### src/tcw_pkg.sv
// Text console writer package: character codes, colour attributes and the
// placement flag struct shared by the placement logic and the top level.
// No dependencies.
package tcw_pkg;

  localparam logic [7:0] CH_CR  = 8'h0D;
  localparam logic [7:0] CH_LF  = 8'h0A;
  localparam logic [7:0] CH_TAB = 8'h09;

  localparam int unsigned TAB_STEP = 4;

  localparam logic [15:0] BLANK_CELL = 16'h0020;
  localparam logic [15:0] ZERO_CELL  = 16'h0000;

  localparam logic MODE_PUT  = 1'b0;
  localparam logic MODE_READ = 1'b1;

  localparam logic [2:0] HUE_WHITE  = 3'd0;
  localparam logic [2:0] HUE_GRAY   = 3'd1;
  localparam logic [2:0] HUE_YELLOW = 3'd2;
  localparam logic [2:0] HUE_RED    = 3'd3;
  localparam logic [2:0] HUE_BLUE   = 3'd4;
  localparam logic [2:0] HUE_GREEN  = 3'd5;

  localparam logic [15:0] ATTR_WHITE  = 16'h0F00;
  localparam logic [15:0] ATTR_GRAY   = 16'h0700;
  localparam logic [15:0] ATTR_YELLOW = 16'h0E00;
  localparam logic [15:0] ATTR_RED    = 16'h0C00;
  localparam logic [15:0] ATTR_BLUE   = 16'h0900;
  localparam logic [15:0] ATTR_GREEN  = 16'h0A00;

  typedef struct packed {
    logic write_cell;
    logic scroll;
  } place_flags_t;

  function automatic logic [15:0] attr_of(input logic [2:0] color);
    logic [15:0] attr;
    unique case (color)
      HUE_WHITE:  attr = ATTR_WHITE;
      HUE_GRAY:   attr = ATTR_GRAY;
      HUE_YELLOW: attr = ATTR_YELLOW;
      HUE_RED:    attr = ATTR_RED;
      HUE_BLUE:   attr = ATTR_BLUE;
      HUE_GREEN:  attr = ATTR_GREEN;
      default:    attr = ATTR_WHITE;
    endcase
    return attr;
  endfunction

endpackage

### src/tcw_place.sv
// Cursor placement for one put transfer: control characters, column wrap and
// scroll detection. Combinational; depends on tcw_pkg.
module tcw_place
  import tcw_pkg::*;
#(
  parameter int COLUMNS = 80,
  parameter int ROWS    = 25,
  localparam int COL_W  = $clog2(COLUMNS + 1),
  localparam int ROW_W  = $clog2(ROWS)
) (
  input  logic [COL_W-1:0] cur_col,
  input  logic [ROW_W-1:0] cur_line,
  input  logic [7:0]       char_code,
  output logic [COL_W-1:0] col_o,
  output logic [ROW_W-1:0] line_o,
  output place_flags_t     flags_o
);

  localparam int CT_W = COL_W + 3;

  logic [CT_W-1:0]  col_t;
  logic [ROW_W:0]   line_t;

  always_comb begin
    col_t   = CT_W'(cur_col);
    line_t  = {1'b0, cur_line};
    flags_o = '0;
    if (char_code != CH_CR) begin
      flags_o.write_cell = 1'b1;
      if (char_code == CH_LF) begin
        col_t              = '0;
        line_t             = line_t + 1'b1;
        flags_o.write_cell = 1'b0;
      end else if (char_code == CH_TAB) begin
        col_t              = col_t + CT_W'(TAB_STEP);
        flags_o.write_cell = 1'b0;
      end
      if (col_t >= CT_W'(COLUMNS)) begin
        col_t  = '0;
        line_t = line_t + 1'b1;
      end
      if (line_t >= (ROW_W + 1)'(ROWS)) begin
        line_t         = (ROW_W + 1)'(ROWS - 1);
        flags_o.scroll = 1'b1;
      end
    end
    col_o  = col_t[COL_W-1:0];
    line_o = line_t[ROW_W-1:0];
  end

endmodule

### config.mk
export PLATFORM = sky130hd
export DESIGN_NAME = tcw_place
export DESIGN_NICKNAME = d
export VERILOG_FILES = /design/src/tcw_pkg.sv /design/src/tcw_place.sv
export SDC_FILE = /design/constraint.sdc
export NUM_CORES = 1
export LEC_CHECK = 0
export BUFFER_PORTS_ARGS = -buffer_cell sky130_fd_sc_hd__buf_2
export CORE_UTILIZATION = 25
export DETAILED_ROUTE_END_ITERATION = 7
export PLACE_DENSITY = 0.43
export SYNTH_ARGS = -nofsm -noshare
export SYNTH_HDL_FRONTEND = slang
export SYNTH_SLANG_ARGS = --single-unit
### constraint.sdc
create_clock -name vclk -period 4.3
set_clock_uncertainty 0.2 [all_clocks]
set_input_delay 0.645 -clock vclk [all_inputs]
set_output_delay 0.645 -clock vclk [all_outputs]
set_load 0.01 [all_outputs]
==> results of run 1 <==
## logic make-up (layout without fill, tap and decap cells)
| group | after synthesis | after routing |
|---|---|---|
| AND/OR/NAND/NOR | 69 | 69 |
| AO/OA/AOI/OAI | 36 | 36 |
| XOR/XNOR | 6 | 6 |
| buffers and inverters | 8 | 41 |
| multiplexers | 4 | 4 |
| adder cells (fa/ha/maj) | 3 | 3 |
## cell usage after synthesis (all sizes together) (3+ instances only)
library cell,n,area share
nand3,10,0.057
and2,3,0.022
clkbuf,3,0.013
o21ai,7,0.040
buf,3,0.024
nand2,13,0.056
nand4,3,0.022
nor2b,4,0.029
a21oi,4,0.023
o31ai,4,0.034
xnor2,3,0.030
nand2b,4,0.029
and3,5,0.042
mux2i,3,0.034
xor2,3,0.030
ha,3,0.043
nor2,10,0.043
## worst min path at each step
| stage | from | end | slack, ps | cells after the start |
|---|---|---|---|---|
| finish | cur_col[1] | col_o[1] | 1400 | 3 |
| global route | cur_col[0] | col_o[0] | 1420 | 3 |
| CTS | cur_col[1] | col_o[1] | 1410 | 3 |
| detailed placement | cur_col[1] | col_o[1] | 1410 | 3 |
| global placement | cur_col[1] | col_o[1] | 1390 | 3 |
| floorplan | cur_col[5] | col_o[5] | 1220 | 2 |
## through the flow
stage	instances	utilization	power, mW
after floorplan	126	-	0.0576
after global placement	205	0.331	0.0947
after detailed placement	205	0.331	0.0959
after CTS	205	0.331	0.0963
after global routing	205	0.331	0.106
final	205	0.331	0.0958
## final cells by class
cell class	count	area, um^2
fillers	391	2230
multi-input cells	118	832
repair buffers	39	208
well taps	46	57.6
inverters	2	7.51
## power by group through the flow
stage	clock (mW)	combinational [mW]	sequential (mW)
2_1_floorplan	0	0.0576	0
3_3_place_gp	0	0.0947	0
3_5_place_dp	0	0.0959	0
4_1_cts	0	0.0963	0
5_1_grt	0	0.106	0
6_report	0	0.0958	0
## routing by layer
metal	routed length (um)	vias to the layer above	global-route usage
met3	109	0	0.00210
met2	1430	27	0.284
li1	-	566	-
met5	0	-	0
met1	1220	493	0.200
met4	0	0	0.00974
## worst min-delay path, cell delays in order
cell     delay (ps)
buf_2            70
nor2b_1         110
buf_2           130
## cells in the final DEF (no fill, tap or decap), types with 2 or more instances in the layout
cell type  synthesis  final
nor3_1             2      2
and3_1             4      4
nand3_1           10     10
nand4b_1           2      2
nand2_1           13     13
o22a_1             2      2
nor4b_2            2      2
xnor2_1            3      3
a21oi_1            4      4
a211oi_1           2      2
o211ai_1           2      2
o21ai_0            7      7
nor2b_1            4      4
inv_1              2      2
and2_1             3      3
mux2i_1            3      3
o2111ai_1          2      2
nor2_1            10     10
buf_4              0      5
nand4_1            3      3
ha_1               3      3
nor4bb_1           2      2
xor2_1             3      3
o31ai_1            4      4
or4_1              2      2
buf_2              2     34
nand2b_1           4      4
==> impl_metrics.json, run 1 <==
{
  "cp_max_fo": 5,
  "vias": 1086,
  "first_iter_violations": 54,
  "cp-end-kind": "primary output",
  "die-area_mm2": 0.00373,
  "dp_slack_ps": 200,
  "nNetsFinal": 184,
  "fp.dieH_um": 61.1,
  "fmax_mhz": 244,
  "synth_xor_xnor_area_share": 0.0603,
  "rows": 21,
  "muxShareOfSynthArea": 0.0473,
  "p_seq_frac": 0,
  "wl_per_cell_um": 13.5,
  "finalMaxSlewViolations": 0,
  "path_buf_inv": 2,
  "path_class": "in2out",
  "slew_headroom": 0.682,
  "timing.hold.ws_ps": 1400,
  "maxCapViolations": 0,
  "io_pins": 34,
  "synth_cells": 126,
  "required_ps": 3450,
  "status": "finished, final reports clean",
  "stdcell_area_mm2": 0.00110,
  "setup_viol": 0,
  "die_w_um": 61.1,
  "cts_resized": 0,
  "mappedNetlistArea_um2": 872,
  "hold_viol": 0,
  "powerDensity_mw_per_mm2": 86.7,
  "slowest_stage": "or4b_2",
  "grt_pass1_wl_um": 4400,
  "finalWirelength_um": 2760,
  "rsz0062_at_grt": "no",
  "cp-endpoint": "line_o[2]",
  "total_leakage_power_nw": 0.446,
  "via_per_inst": 5.30,
  "postRouteAntennaNets": 0,
  "dpl-instance-area_mm2": 0.00110,
  "drc": 0,
  "antenna_found_initial": 0,
  "clkPwrFrac": 0,
  "diodes": 0,
  "syn-num-nets": 149,
  "start_util": 0.261,
  "vdd_drop_max_uv": 26.6,
  "cts_setup_buffers": 0,
  "core_area_mm2": 0.00334,
  "slowest_delay_ps": 740,
  "ff_latch_area_um2": 0,
  "synth-compound-area-share": 0.329,
  "switching_share": 0.560,
  "seq_area_frac_synth": 0,
  "drive_above_1_share": 0.308,
  "yosysWarnings": 0,
  "dpl.hpwl_um": 2270,
  "critPathLaunchType": "input pin",
  "synth_area_per_cell_um2": 6.92,
  "cp.arrival_ps": 3250,
  "grt_pass1_vias": 992,
  "power.internal_mw": 0.0421,
  "fin_crit_sh": 0.951,
  "crit_top_cell": "buf_2",
  "worst_pin_slew_ps": 474,
  "gp_congestion": 0.780,
  "synth_top_family_by_area": "simple AND/OR/NAND/NOR gates",
  "path_depth": 9,
  "grt_usage": 0.151,
  "holdCritPathClass": "in2out",
  "seq_cell_count": 0,
  "port_buffers": 34,
  "grt_max_degree": 16,
  "yosys.area_share.simple": 0.475,
  "switching_power_mw": 0.0536,
  "synth_cell_types": 50,
  "layout_min_cycle_time_ps": 4090,
  "hold_buffers": 0,
  "tns_ps": 0,
  "n_clock_buffer": 0,
  "synthAdderAreaFrac": 0.0430,
  "grt.overflow.total": 0,
  "crit_chain": "buf_2 > or4b_2 > or4_1 > o2111ai_1 > o21a_1 > mux2i_1 > a31oi_2 > a211oi_1 > buf_2",
  "drt_pass1_iterations": 5,
  "syn2layout_area_growth_pct": 26.7,
  "worstSetupStartpoint": "char_code[5]",
  "crit_family": "simple AND/OR/NAND/NOR gates",
  "fin_ws_ps": 209,
  "pwr-share-comb": 1.000
}
No activity file was read; power rests on OpenSTA's default activity.
==> run 2: changes to the inputs <==
- CORE_MARGIN: unset -> 2
==> run 2 against run 1 <==
Effect of this change:
- first-iteration DRC count rose by 15%
- highest routed layer is now met4
- final cell count unchanged
- maximum frequency rose by 0.72%
- sequential cell count unchanged
- critical path type unchanged
==> impl_metrics.json, run 2 (same netlist as run 1, synthesis figures left out) <==
{
  "status": "finished, final reports clean",
  "first_iter_violations": 62,
  "nNetsFinal": 184,
  "hold_buffers": 0,
  "cp_max_fo": 8,
  "mostFrequentLayoutCells": "buf_2 (34), nand2_1 (13), nor2_1 (10), nand3_1 (10), o21ai_0 (7)",
  "cp-endpoint": "line_o[0]",
  "tns_ps": 0,
  "gp_congestion": 0.826,
  "cts_resized": 0,
  "slowest_delay_ps": 740,
  "fin_ws_ps": 239,
  "rows": 21,
  "finalWirelength_um": 2800,
  "dpl.hpwl_um": 2300,
  "fmax_mhz": 246,
  "worstSetupStartpoint": "char_code[5]",
  "grt_max_degree": 16,
  "seq_cell_count": 0,
  "powerDensity_mw_per_mm2": 86.7,
  "holdCritPathClass": "in2out",
  "setup_viol": 0,
  "wl_per_cell_um": 13.6,
  "hold_viol": 0,
  "crit_top_cell": "buf_2",
  "fin_crit_sh": 0.944,
  "core_area_mm2": 0.00334,
  "path_class": "in2out",
  "grt.overflow.total": 0,
  "layout_min_cycle_time_ps": 4060,
  "antenna_found_initial": 0,
  "slew_headroom": 0.685,
  "crit_family": "simple AND/OR/NAND/NOR gates",
  "dp_slack_ps": 126,
  "syn2layout_area_growth_pct": 27.4,
  "grt_pass1_vias": 1030,
  "vdd_drop_max_uv": 40.6,
  "cp.arrival_ps": 3220,
  "drt_pass1_iterations": 4,
  "vias": 1106,
  "start_util": 0.261,
  "finalMaxSlewViolations": 0,
  "grt_usage": 0.134,
  "rsz0062_at_grt": "no",
  "fp.dieH_um": 63.1,
  "path_depth": 9,
  "via_per_inst": 5.40,
  "postRouteAntennaNets": 0,
  "drc": 0,
  "drive_above_1_share": 0.321,
  "path_buf_inv": 2,
  "cts_setup_buffers": 0,
  "port_buffers": 34,
  "maxCapViolations": 0,
  "crit_chain": "buf_2 > or4b_2 > or4_1 > o2111ai_1 > o21a_2 > mux2i_1 > a31oi_2 > o41ai_1 > buf_2",
  "io_pins": 34,
  "required_ps": 3450,
  "slowest_stage": "or4b_2",
  "grt_pass1_wl_um": 4580,
  "worst_pin_slew_ps": 470,
  "die-area_mm2": 0.00398,
  "diodes": 0,
  "die_w_um": 63.1,
  "ff_latch_area_um2": 0,
  "final_common_cell": "buf_2",
  "n_clock_buffer": 0,
  "cp-end-kind": "primary output",
  "total_leakage_power_nw": 0.448,
  "critPathLaunchType": "input pin"
}
[run 2: worst min path at each step]
stage,start,end,cells after the start
global route,cur_col[0],col_o[0],3
global placement,cur_col[0],col_o[0],3
floorplan,cur_col[5],col_o[5],2
detailed placement,cur_col[1],col_o[1],3
finish,cur_col[0],col_o[0],3
CTS,cur_col[0],col_o[0],3
[run 2: worst min-delay path: stages]
cell and delay, ps:
buf_2 70, nor2b_1 100, buf_2 130
[run 2: final cells by class]
type	count	area (um^2)
multi-input combinational	118	838
timing repair buffer	39	208
fill	369	2230
tap	46	57.6
inverter	2	7.51
[run 2: where the power goes]
group	switching (mW)	leakage [nW]	internal, mW
registers	0	0	0
clock network	0	0	0
logic	0.0538	0.448	0.0425
total	0.0538	0.448	0.0425
[run 2: per-stage QoR]
stage | hold slack (ps) | utilization | total power, mW | std cells | area (um^2)
6_report | 1390 | 0.333 | 0.0963 | 205 | 1110
5_1_grt | 1420 | 0.333 | 0.106 | 205 | 1110
4_1_cts | 1400 | 0.331 | 0.0960 | 205 | 1100
3_5_place_dp | 1400 | 0.331 | 0.0955 | 205 | 1100
3_3_place_gp | 1390 | 0.331 | 0.0946 | 205 | 1100
2_1_floorplan | 1220 | - | 0.0576 | 126 | 872
[run 2: metal layers]
layer	global-route usage	wire (um)	up-vias
li1	-	-	562
met1	0.171	1250	510
met2	0.245	1390	28
met3	0.00893	107	6
met4	0.0278	57	0
met5	0	0	-
